## config.mk

```make
export PLATFORM = sky130hd
export DESIGN_NAME = ordered_array_list_unit
export DESIGN_NICKNAME = d
export VERILOG_FILES = /design/src/hdl/oal_pkg.sv /design/src/hdl/oal_store.sv /design/src/hdl/oal_seq.sv /design/src/hdl/ordered_array_list_unit.sv
export VERILOG_INCLUDE_DIRS = /design/src /design/src/hdl
export SDC_FILE = /design/constraint.sdc
export NUM_CORES = 1
export LEC_CHECK = 0
export BUFFER_PORTS_ARGS = -buffer_cell sky130_fd_sc_hd__buf_2
export CAP_MARGIN = 20
export CORE_AREA = 2 2 285 344
export CTS_CLUSTER_DIAMETER = 30
export DETAILED_ROUTE_END_ITERATION = 8
export DIE_AREA = 0 0 287 346
export PLACE_DENSITY = 0.74
export SYNTH_ARGS = -nofsm -noshare
export SYNTH_HDL_FRONTEND = slang
export SYNTH_SLANG_ARGS = --single-unit
```

## constraint.sdc

```tcl
create_clock -name i_clk -period 5.5 [get_ports i_clk]
set_clock_uncertainty 0.05 [all_clocks]
set_input_delay 0 -clock i_clk [delete_from_list [all_inputs] [get_ports i_clk]]
set_output_delay 0 -clock i_clk [all_outputs]
set_load 0.01 [all_outputs]
```

## src/hdl/ordered_array_list_unit_defines.svh

```systemverilog
// Assertion macros for the ordered array list unit.
// Included by the module that carries concurrent checks; no other dependencies.
`ifndef ORDERED_ARRAY_LIST_UNIT_DEFINES_SVH
`define ORDERED_ARRAY_LIST_UNIT_DEFINES_SVH

`ifndef SYNTHESIS
// Same-cycle implication, disabled while reset is asserted.
`define OAL_ASSERT_IMPLY(label, clk, rst_n, ante, cons) \
    label: assert property (@(posedge clk) disable iff (!(rst_n)) (ante) |-> (cons)) \
        else $error("oal assertion failed");
// Next-cycle implication, disabled while reset is asserted.
`define OAL_ASSERT_NEXT(label, clk, rst_n, ante, cons) \
    label: assert property (@(posedge clk) disable iff (!(rst_n)) (ante) |=> (cons)) \
        else $error("oal assertion failed");
`else
`define OAL_ASSERT_IMPLY(label, clk, rst_n, ante, cons)
`define OAL_ASSERT_NEXT(label, clk, rst_n, ante, cons)
`endif

`endif

```

## src/hdl/oal_pkg.sv

```systemverilog
// Shared constants, command codes and result type for the ordered array list unit.
// No dependencies.
package oal_pkg;

    localparam int OAL_DEPTH   = 64;
    localparam int OAL_VALUE_W = 16;
    localparam int OAL_CMD_W   = 3;
    localparam int OAL_POS_W   = 7;
    localparam int OAL_FPOS_W  = 6;
    localparam int OAL_COUNT_W = 7;

    localparam logic [OAL_CMD_W-1:0] CMD_APPEND  = 3'd0;
    localparam logic [OAL_CMD_W-1:0] CMD_INSERT  = 3'd1;
    localparam logic [OAL_CMD_W-1:0] CMD_REMOVE  = 3'd2;
    localparam logic [OAL_CMD_W-1:0] CMD_READ    = 3'd3;
    localparam logic [OAL_CMD_W-1:0] CMD_REPLACE = 3'd4;
    localparam logic [OAL_CMD_W-1:0] CMD_FIND    = 3'd5;

    typedef struct packed {
        logic                   ok;
        logic [OAL_VALUE_W-1:0] read_value;
        logic [OAL_FPOS_W-1:0]  found_position;
        logic                   found;
        logic [OAL_COUNT_W-1:0] entry_count;
        logic                   is_empty;
    } t_result;

endpackage

```

## src/hdl/oal_store.sv

```systemverilog
// Entry store: one write port, one read port with registered read data.
// Depends on oal_pkg for the value width.
module oal_store import oal_pkg::*; #(
    parameter int DEPTH = OAL_DEPTH,
    parameter int AW    = (DEPTH > 1) ? $clog2(DEPTH) : 1
) (
    input  logic                   i_clk,
    input  logic                   i_we,
    input  logic [AW-1:0]          i_waddr,
    input  logic [OAL_VALUE_W-1:0] i_wdata,
    input  logic [AW-1:0]          i_raddr,
    output logic [OAL_VALUE_W-1:0] o_rdata
);

    logic [OAL_VALUE_W-1:0] r_mem [DEPTH];
    logic [OAL_VALUE_W-1:0] r_rdata;

    always_ff @(posedge i_clk) begin
        if (i_we) begin
            r_mem[i_waddr] <= i_wdata;
        end
    end

    always_ff @(posedge i_clk) begin
        r_rdata <= r_mem[i_raddr];
    end

    assign o_rdata = r_rdata;

endmodule

```

## src/hdl/oal_seq.sv

```systemverilog
// Command sequencer: decodes one command, walks the store through the shared
// address/compare unit, and keeps the entry count. Depends on oal_pkg and the defines header.
`include "ordered_array_list_unit_defines.svh"
module oal_seq import oal_pkg::*; #(
    parameter int DEPTH = OAL_DEPTH,
    parameter int AW    = (DEPTH > 1) ? $clog2(DEPTH) : 1
) (
    input  logic                   i_clk,
    input  logic                   i_rst_n,
    input  logic                   i_valid,
    input  logic [OAL_CMD_W-1:0]   i_command,
    input  logic [OAL_POS_W-1:0]   i_position,
    input  logic [OAL_VALUE_W-1:0] i_item_value,
    output logic                   o_ready,
    output logic                   o_done,
    input  logic                   i_free,
    output t_result                o_result,
    output logic                   o_mem_we,
    output logic [AW-1:0]          o_mem_waddr,
    output logic [OAL_VALUE_W-1:0] o_mem_wdata,
    output logic [AW-1:0]          o_mem_raddr,
    input  logic [OAL_VALUE_W-1:0] i_mem_rdata
);

    localparam int CW   = $clog2(DEPTH + 1);
    localparam int CMPW = (CW > OAL_POS_W) ? CW : OAL_POS_W;
    localparam logic [CW-1:0] DEPTH_C = CW'(DEPTH);
    localparam logic [CW-1:0] ONE_C   = CW'(1);

    localparam logic [2:0] S_IDLE   = 3'd0;
    localparam logic [2:0] S_EXEC   = 3'd1;
    localparam logic [2:0] S_SHIFT  = 3'd2;
    localparam logic [2:0] S_PUTVAL = 3'd3;
    localparam logic [2:0] S_FIND   = 3'd4;
    localparam logic [2:0] S_RDWAIT = 3'd5;
    localparam logic [2:0] S_DONE   = 3'd6;

    logic [2:0]             r_state, n_state;
    logic [CW-1:0]          r_count, n_count;
    logic [OAL_CMD_W-1:0]   r_cmd, n_cmd;
    logic [OAL_POS_W-1:0]   r_pos, n_pos;
    logic [OAL_VALUE_W-1:0] r_val, n_val;
    logic [CW-1:0]          r_idx, n_idx;
    logic [CW-1:0]          r_lim, n_lim;
    logic                   r_up, n_up;
    logic                   r_pend, n_pend;
    logic [AW-1:0]          r_tgt, n_tgt;
    logic                   r_ok, n_ok;
    logic [OAL_VALUE_W-1:0] r_rd, n_rd;
    logic [AW-1:0]          r_fpos, n_fpos;
    logic                   r_fnd, n_fnd;

    logic [CMPW-1:0] pos_w;
    logic [CMPW-1:0] count_w;
    logic [CMPW-1:0] fpos_w;
    logic [AW-1:0]   pos_a;
    logic            pos_le_cnt;
    logic            pos_lt_cnt;
    logic            not_full;
    logic            walk_on;
    logic [CW-1:0]   idx_step;

    assign pos_w      = CMPW'(r_pos);
    assign count_w    = CMPW'(r_count);
    assign fpos_w     = CMPW'(r_fpos);
    assign pos_a      = pos_w[AW-1:0];
    assign pos_le_cnt = (pos_w <= count_w);
    assign pos_lt_cnt = (pos_w < count_w);
    assign not_full   = (r_count != DEPTH_C);

    // Shared walk unit: one compare and one step of the index per cycle.
    assign walk_on  = r_up ? (r_idx > r_lim) : (r_idx < r_lim);
    assign idx_step = r_up ? (r_idx - ONE_C) : (r_idx + ONE_C);

    always_comb begin
        n_state     = r_state;
        n_count     = r_count;
        n_cmd       = r_cmd;
        n_pos       = r_pos;
        n_val       = r_val;
        n_idx       = r_idx;
        n_lim       = r_lim;
        n_up        = r_up;
        n_pend      = r_pend;
        n_tgt       = r_tgt;
        n_ok        = r_ok;
        n_rd        = r_rd;
        n_fpos      = r_fpos;
        n_fnd       = r_fnd;
        o_mem_we    = 1'b0;
        o_mem_waddr = r_tgt;
        o_mem_wdata = i_mem_rdata;
        o_mem_raddr = r_idx[AW-1:0];

        unique case (r_state)
            S_IDLE: begin
                if (i_valid) begin
                    n_cmd   = i_command;
                    n_pos   = i_position;
                    n_val   = i_item_value;
                    n_state = S_EXEC;
                end
            end
            S_EXEC: begin
                n_ok    = 1'b0;
                n_rd    = '0;
                n_fpos  = '0;
                n_fnd   = 1'b0;
                n_pend  = 1'b0;
                n_state = S_DONE;
                unique case (r_cmd)
                    CMD_APPEND: begin
                        if (not_full) begin
                            o_mem_we    = 1'b1;
                            o_mem_waddr = r_count[AW-1:0];
                            o_mem_wdata = r_val;
                            n_count     = r_count + ONE_C;
                            n_ok        = 1'b1;
                        end
                    end
                    CMD_INSERT: begin
                        if (not_full && pos_le_cnt) begin
                            n_idx   = r_count;
                            n_lim   = pos_w[CW-1:0];
                            n_up    = 1'b1;
                            n_state = S_SHIFT;
                        end
                    end
                    CMD_REMOVE: begin
                        if (pos_lt_cnt) begin
                            n_idx   = pos_w[CW-1:0];
                            n_lim   = r_count - ONE_C;
                            n_up    = 1'b0;
                            n_state = S_SHIFT;
                        end
                    end
                    CMD_READ: begin
                        if (pos_lt_cnt) begin
                            o_mem_raddr = pos_a;
                            n_state     = S_RDWAIT;
                        end
                    end
                    CMD_REPLACE: begin
                        if (pos_lt_cnt) begin
                            o_mem_we    = 1'b1;
                            o_mem_waddr = pos_a;
                            o_mem_wdata = r_val;
                            n_ok        = 1'b1;
                        end
                    end
                    CMD_FIND: begin
                        n_idx   = '0;
                        n_state = S_FIND;
                    end
                    default: begin
                        n_state = S_DONE;
                    end
                endcase
            end
            S_SHIFT: begin
                // Retire the move read last cycle, then issue the next one.
                o_mem_we = r_pend;
                if (walk_on) begin
                    o_mem_raddr = idx_step[AW-1:0];
                    n_pend      = 1'b1;
                    n_tgt       = r_idx[AW-1:0];
                    n_idx       = idx_step;
                end else begin
                    n_pend = 1'b0;
                    if (r_up) begin
                        n_state = S_PUTVAL;
                    end else begin
                        n_count = r_count - ONE_C;
                        n_ok    = 1'b1;
                        n_state = S_DONE;
                    end
                end
            end
            S_PUTVAL: begin
                o_mem_we    = 1'b1;
                o_mem_waddr = pos_a;
                o_mem_wdata = r_val;
                n_count     = r_count + ONE_C;
                n_ok        = 1'b1;
                n_state     = S_DONE;
            end
            S_FIND: begin
                if (r_pend && (i_mem_rdata == r_val)) begin
                    n_fnd   = 1'b1;
                    n_ok    = 1'b1;
                    n_fpos  = r_tgt;
                    n_pend  = 1'b0;
                    n_state = S_DONE;
                end else if (r_idx < r_count) begin
                    o_mem_raddr = r_idx[AW-1:0];
                    n_pend      = 1'b1;
                    n_tgt       = r_idx[AW-1:0];
                    n_idx       = r_idx + ONE_C;
                end else begin
                    n_pend  = 1'b0;
                    n_state = S_DONE;
                end
            end
            S_RDWAIT: begin
                n_rd    = i_mem_rdata;
                n_ok    = 1'b1;
                n_state = S_DONE;
            end
            S_DONE: begin
                if (i_free) begin
                    n_state = S_IDLE;
                end
            end
            default: begin
                n_state = S_IDLE;
            end
        endcase
    end

    always_ff @(posedge i_clk) begin
        if (!i_rst_n) begin
            r_state <= S_IDLE;
            r_count <= '0;
            r_pend  <= 1'b0;
        end else begin
            r_state <= n_state;
            r_count <= n_count;
            r_pend  <= n_pend;
        end
    end

    always_ff @(posedge i_clk) begin
        r_cmd  <= n_cmd;
        r_pos  <= n_pos;
        r_val  <= n_val;
        r_idx  <= n_idx;
        r_lim  <= n_lim;
        r_up   <= n_up;
        r_tgt  <= n_tgt;
        r_ok   <= n_ok;
        r_rd   <= n_rd;
        r_fpos <= n_fpos;
        r_fnd  <= n_fnd;
    end

    assign o_ready = (r_state == S_IDLE);
    assign o_done  = (r_state == S_DONE);

    assign o_result.ok             = r_ok;
    assign o_result.read_value     = r_rd;
    assign o_result.found_position = fpos_w[OAL_FPOS_W-1:0];
    assign o_result.found          = r_fnd;
    assign o_result.entry_count    = count_w[OAL_COUNT_W-1:0];
    assign o_result.is_empty       = (r_count == '0);

    `OAL_ASSERT_IMPLY(a_count_bound, i_clk, i_rst_n, 1'b1, r_count <= DEPTH_C)
    `OAL_ASSERT_IMPLY(a_write_in_list, i_clk, i_rst_n, o_mem_we,
        CMPW'(o_mem_waddr) <= count_w)
    `OAL_ASSERT_NEXT(a_accept_to_exec, i_clk, i_rst_n,
        (r_state == S_IDLE) && i_valid, r_state == S_EXEC)
    `OAL_ASSERT_NEXT(a_count_hold, i_clk, i_rst_n,
        (r_state == S_IDLE) || (r_state == S_FIND) || (r_state == S_RDWAIT) ||
        (r_state == S_DONE), $stable(r_count))
    `OAL_ASSERT_IMPLY(a_found_ok, i_clk, i_rst_n, r_fnd && (r_state == S_DONE), r_ok)

endmodule

```

## src/hdl/ordered_array_list_unit.sv

```systemverilog
// Insert and remove walk the entries between the position and the end of the list; find walks
// from the head until a match or the count; append, replace, read and bad or unknown commands do not walk.
// One command at a time: the next word is taken once the result has moved to the output
// register, so the unit never takes a new word before the last one is done.
// Reset (synchronous, active low) empties the list and clears the handshake; stored
// entries are left as they are, since only positions below the count are ever read.
module ordered_array_list_unit import oal_pkg::*; #(
    parameter int DEPTH = OAL_DEPTH
) (
    input  logic                   i_clk,
    input  logic                   i_rst_n,
    // command channel
    input  logic                   i_valid,
    output logic                   o_stall,
    input  logic [OAL_CMD_W-1:0]   i_command,
    input  logic [OAL_POS_W-1:0]   i_position,
    input  logic [OAL_VALUE_W-1:0] i_item_value,
    // result channel
    output logic                   o_valid,
    input  logic                   i_stall,
    output logic                   o_ok,
    output logic [OAL_VALUE_W-1:0] o_read_value,
    output logic [OAL_FPOS_W-1:0]  o_found_position,
    output logic                   o_found,
    output logic [OAL_COUNT_W-1:0] o_entry_count,
    output logic                   o_is_empty
);

    localparam int AW = (DEPTH > 1) ? $clog2(DEPTH) : 1;

    logic                   seq_ready;
    logic                   seq_done;
    logic                   out_free;
    t_result                seq_result;
    logic                   mem_we;
    logic [AW-1:0]          mem_waddr;
    logic [OAL_VALUE_W-1:0] mem_wdata;
    logic [AW-1:0]          mem_raddr;
    logic [OAL_VALUE_W-1:0] mem_rdata;

    logic    r_out_valid;
    t_result r_out;

    // Hold the command channel whenever the sequencer is busy with a word.
    assign o_stall = !seq_ready;

    // The output register is free when empty or being drained this cycle.
    assign out_free = !r_out_valid || !i_stall;

    oal_seq #(
        .DEPTH (DEPTH),
        .AW    (AW)
    ) u_seq (
        .i_clk        (i_clk),
        .i_rst_n      (i_rst_n),
        .i_valid      (i_valid),
        .i_command    (i_command),
        .i_position   (i_position),
        .i_item_value (i_item_value),
        .o_ready      (seq_ready),
        .o_done       (seq_done),
        .i_free       (out_free),
        .o_result     (seq_result),
        .o_mem_we     (mem_we),
        .o_mem_waddr  (mem_waddr),
        .o_mem_wdata  (mem_wdata),
        .o_mem_raddr  (mem_raddr),
        .i_mem_rdata  (mem_rdata)
    );

    oal_store #(
        .DEPTH (DEPTH),
        .AW    (AW)
    ) u_store (
        .i_clk   (i_clk),
        .i_we    (mem_we),
        .i_waddr (mem_waddr),
        .i_wdata (mem_wdata),
        .i_raddr (mem_raddr),
        .o_rdata (mem_rdata)
    );

    // Output register: load a finished result when free, drop the word once taken.
    always_ff @(posedge i_clk) begin
        if (!i_rst_n) begin
            r_out_valid <= 1'b0;
        end else if (seq_done && out_free) begin
            r_out_valid <= 1'b1;
        end else if (!i_stall) begin
            r_out_valid <= 1'b0;
        end
    end

    always_ff @(posedge i_clk) begin
        if (seq_done && out_free) begin
            r_out <= seq_result;
        end
    end

    assign o_valid          = r_out_valid;
    assign o_ok             = r_out.ok;
    assign o_read_value     = r_out.read_value;
    assign o_found_position = r_out.found_position;
    assign o_found          = r_out.found;
    assign o_entry_count    = r_out.entry_count;
    assign o_is_empty       = r_out.is_empty;

endmodule

```

==> metrics.md <==
| Metric | Value |
|---|---|
| Most common flop cell mapped by yosys | edfxtp_1 |
| Setup repair after global routing missed its margin | no |
| Max-Cap Viols | 0 |
| Count of fill cells added during filler insertion | 6826 |
| First-pass GRT wire length | 183000 µm |
| Nets@finish | a little under 3000 |
| Global route total overflow | 0 |
| Clock input transition at the sequential cells of the worst setup and hold paths | around 0.050 ns |
| Final setup vio count | 0 |
| Worst Tran Pin Value | 1.31 ns |
| Setup slack after placement | between 0.5 and 0.6 ns |
| Final hold vios | 0 |
| Initial antenna violation count | 15 |
| Maximum clock path buffer count | 3 |
| Cell count after synthesis | 2548 |
| Worst IR drop on VDD | 0.335 mV |
| Share of synthesized area occupied by flip-flops and latches | 0.752 |
| Post-DR vias/cell | ~6.3 |
| Antenna viol nets, final | 0 |
| Number of DRC violations after detailed routing | 0 |
| Arr. time, crit path | 5.85 ns |
| Relative slew margins | 0.119 |
| Distinct cell type count of the synthesized netlist | 73 |
| Setup total negative slack | 0 ns |
| Share of flip-flops with an asynchronous set or reset after synthesis | 0 |
| Top library cells by usage in the layout, fill and taps aside | edfxtp_1, nand2_1, clkbuf_16 |
| Critical path, cell by cell | ha_1 > a21o_1 > a311oi_1 > a21o_1 > nor2_1 > a222oi_1 > buf_4 > nand2b_1 > a21oi_1 > nor4_1 > or4_1 > nor2_1 |
| Netlist Area Pre-Place | ~46000 µm² |
| Critical-path top delay cell | nor4_1 |
| Initial core utilization | 0.476 |
| Required time of the critical path | between 6 and 7 ns |
| Die area | 99300 µm² |
| Largest net degree at the start of global routing | 65 |
| Layout cells sized above 1 | 0.249 |
| Total count of max-transition violations in the final report | 0 |
| Via count of the first global-routing pass | between 20000 and 30000 |
| EDFF count, synth | 1127 |
| Leading cell type in the layout, fill and taps excluded | edfxtp_1 |
| Power density over the cells | 629 nW/µm² |
| Yosys reg bits | 1155 |
| Crit path setup slack, layout | between 0.2 and 0.3 ns |
| Average instance area after synthesis | 18.0 µm² |
| Static leakage | around 18 nW |
| Number of clock sinks | 1155 |
| Area of the placeable core | 96000 µm² |
| Total half-perimeter wirelength after legalization and detailed placement | 74600 µm |
| Number of clock buffers inserted by TritonCTS | 169 |
| CTS Root Cell | clkbuf_16 |
| Top cell family by delay on the critical path | simple AND/OR/NAND/NOR gates |
| Startpoint types | register |
| Source-to-sink clock delay at the later pin of the worst-skew pair | 0.76 ns |
| DRC violation total after the first TritonRoute iteration | 3828 |
| Kind of capture point of the worst setup path | register |
| GRT Total Usage | 0.254 |
| Routed Wire Length | 126000 µm |
| Die height | 346 µm |
| Post-synthesis net count | roughly 2600 |
| Total via count in the routed design | 26800 |
| Design Power | about 0.034 W |
| Fmax | approximately 190 MHz |
| Setup CP Type | reg -> reg |
| Number of buffers and inverters on the critical path | 1 |
| Largest driver fanout on the critical path | 17 |
| Signed area change from the synthesized netlist to the final layout | 19.7% |
| Area of all sequential standard cells | between 30000 and 40000 µm² |
| Routability congestion estimate | 0.948 |
| Share of the cycle needed by the critical path after routing | 0.954 |
| Final core utilization | 0.570 |
| Yosys Warn Count | 0 |
| Footprint of the multi-input gates | 10400 µm² |
| Clock period minus worst slack | 5.25 ns |
| Depth of the CTS H-tree | 4 |
| Length of the first detailed-routing pass in iterations | 6 |
| Number of top-level pins | between 60 and 70 |
| Die W | between 200 and 300 µm |
| Type of the tightest min-delay check | in -> reg |
| Critical path's largest stage delay | 1.08 ns |
| Core Rows | 125 |
| Status | finished clean |
| Buffers on Ports | 63 |
| CTS tree | done |
| Post-DR wirelength/cell | 29.4 µm |
## worst paths after layout
path,start,endpoint,slack [ns],cells past startpoint
max,u_seq.r_idx[4],u_store.o_rdata[9],0.25,12
min,i_stall,o_valid,0.13,5
max reg2reg,u_seq.r_idx[4],u_store.o_rdata[9],0.25,12
min reg2reg,u_seq.r_fpos[4],o_found_position[4],0.36,0
## metal layers
layer | vias to the layer above | track usage | wire length, µm
li1 | 11000 | - | -
met1 | 13500 | 0.319 | 44100
met2 | 1922 | 0.401 | 60400
met3 | 395 | 0.0686 | 14100
met4 | 18 | 0.142 | 7370
met5 | - | 0 | 129
## kinds of logic (layout without fill, tap and decap cells)
family / Yosys count / in the layout / synth area share
XOR/XNOR: 35 / 35 / 0.00670
other: 0 / 1 / 0
flip-flops: 1155 / 1155 / 0.752
AND/OR/NAND/NOR: 539 / 539 / 0.0574
adder cells (fa/ha/maj): 24 / 24 / 0.00656
multiplexers: 246 / 246 / 0.102
AO/OA/AOI/OAI: 379 / 379 / 0.0543
buffers and inverters: 170 / 635 / 0.0209
## sequential cells by signal, indices dropped and copies added, names as in the netlist, 3 cells and up
register	flops
u_seq.r_state	3
u_seq.r_rd	16
u_seq.pos_w	7
o_read_value	16
u_store.r_mem	1024
u_seq.count_w	7
u_seq.r_val	16
u_seq.r_cmd	3
u_store.o_rdata	16
u_seq.r_lim	7
o_found_position	6
o_entry_count	7
u_seq.r_idx	7
u_seq.r_tgt	6
u_seq.r_fpos	6
## worst register-to-register path, stage by stage (launching register included)
cell	delay [ns]
edfxtp_1	0.56
ha_1	0.41
a21o_1	0.20
a311oi_1	0.40
a21o_1	0.20
nor2_1	0.11
a222oi_1	0.67
buf_4	0.34
nand2b_1	0.69
a21oi_1	0.12
nor4_1	1.08
or4_1	0.26
nor2_1	0.05
## area by class of cell
type / instances / share of cell area
Antenna cell: 1 / 0.0000457
Clock buffer: 194 / 0.0808
Clock inverter: 120 / 0.0269
Inverter: 24 / 0.00164
Multi-Input combinational cell: 1223 / 0.190
Sequential cell: 1155 / 0.628
Tap cell: 1270 / 0.0290
Timing Repair Buffer: 297 / 0.0432
## power breakdown
part | leakage [nW] | internal, W | switching (W)
Clock | 2.81 | 0.00675 | 0.00418
Combinational | 5.07 | 0.00393 | 0.00773
Sequential | 10.3 | 0.0115 | 0.000369
Total | 18.2 | 0.0222 | 0.0123
## per-stage QoR
stage                     cells  hold slack [ns]  instance area [µm²]
after floorplan            2548           0.0489                45700
after global placement     3913            0.129                48300
after detailed placement   3913            0.128                48300
after CTS                  4282           0.0727                54700
after global routing       4283            0.153                54800
final                      4284            0.133                54800
## synth_stat cells, types with 3 or more instances
master    instances  area (µm²)
buf_1            13        48.8
nand4_1          10        62.6
mux4_2          171        3850
o22ai_1         138         863
nor4_1           21         131
a32oi_1          31         272
ha_1             24         300
nand3b_1          9        67.6
a211o_1           4        35.0
nor2_1          111         417
nand2_1         206         773
o211ai_1         22         165
mux2_2           25         282
nor3b_1           7        52.6
a21oi_2           9        78.8
nor3_1           13        65.1
buf_4            10        75.1
nand3_1          53         265
nand4b_1          4        35.0
xor2_1            8        70.1
mux2i_1          48         480
o221ai_1          7        61.3
dfxtp_1          28         561
buf_6            15         169
a21o_1           10        75.1
and3_1           20         125
or4_1            31         233
a21oi_1          94         470
inv_1            24        90.1
edfxtp_1       1127       33800
nor2b_1           9        56.3
o21ai_0          34         170
and2_1           18         113
clkbuf_1         53         199
o21a_1            3        22.5
buf_12            6         120
nand2b_1         12        75.1
buf_2            48         240
xnor2_1          27         236
## what timing repair did
item                      in CTS  in global routing
buffers inserted               0                  0
resized for setup              0                  0
hold endpoints to repair      96                  0
hold buffers                  55                  0
No activity file was read; power rests on OpenSTA's default activity.
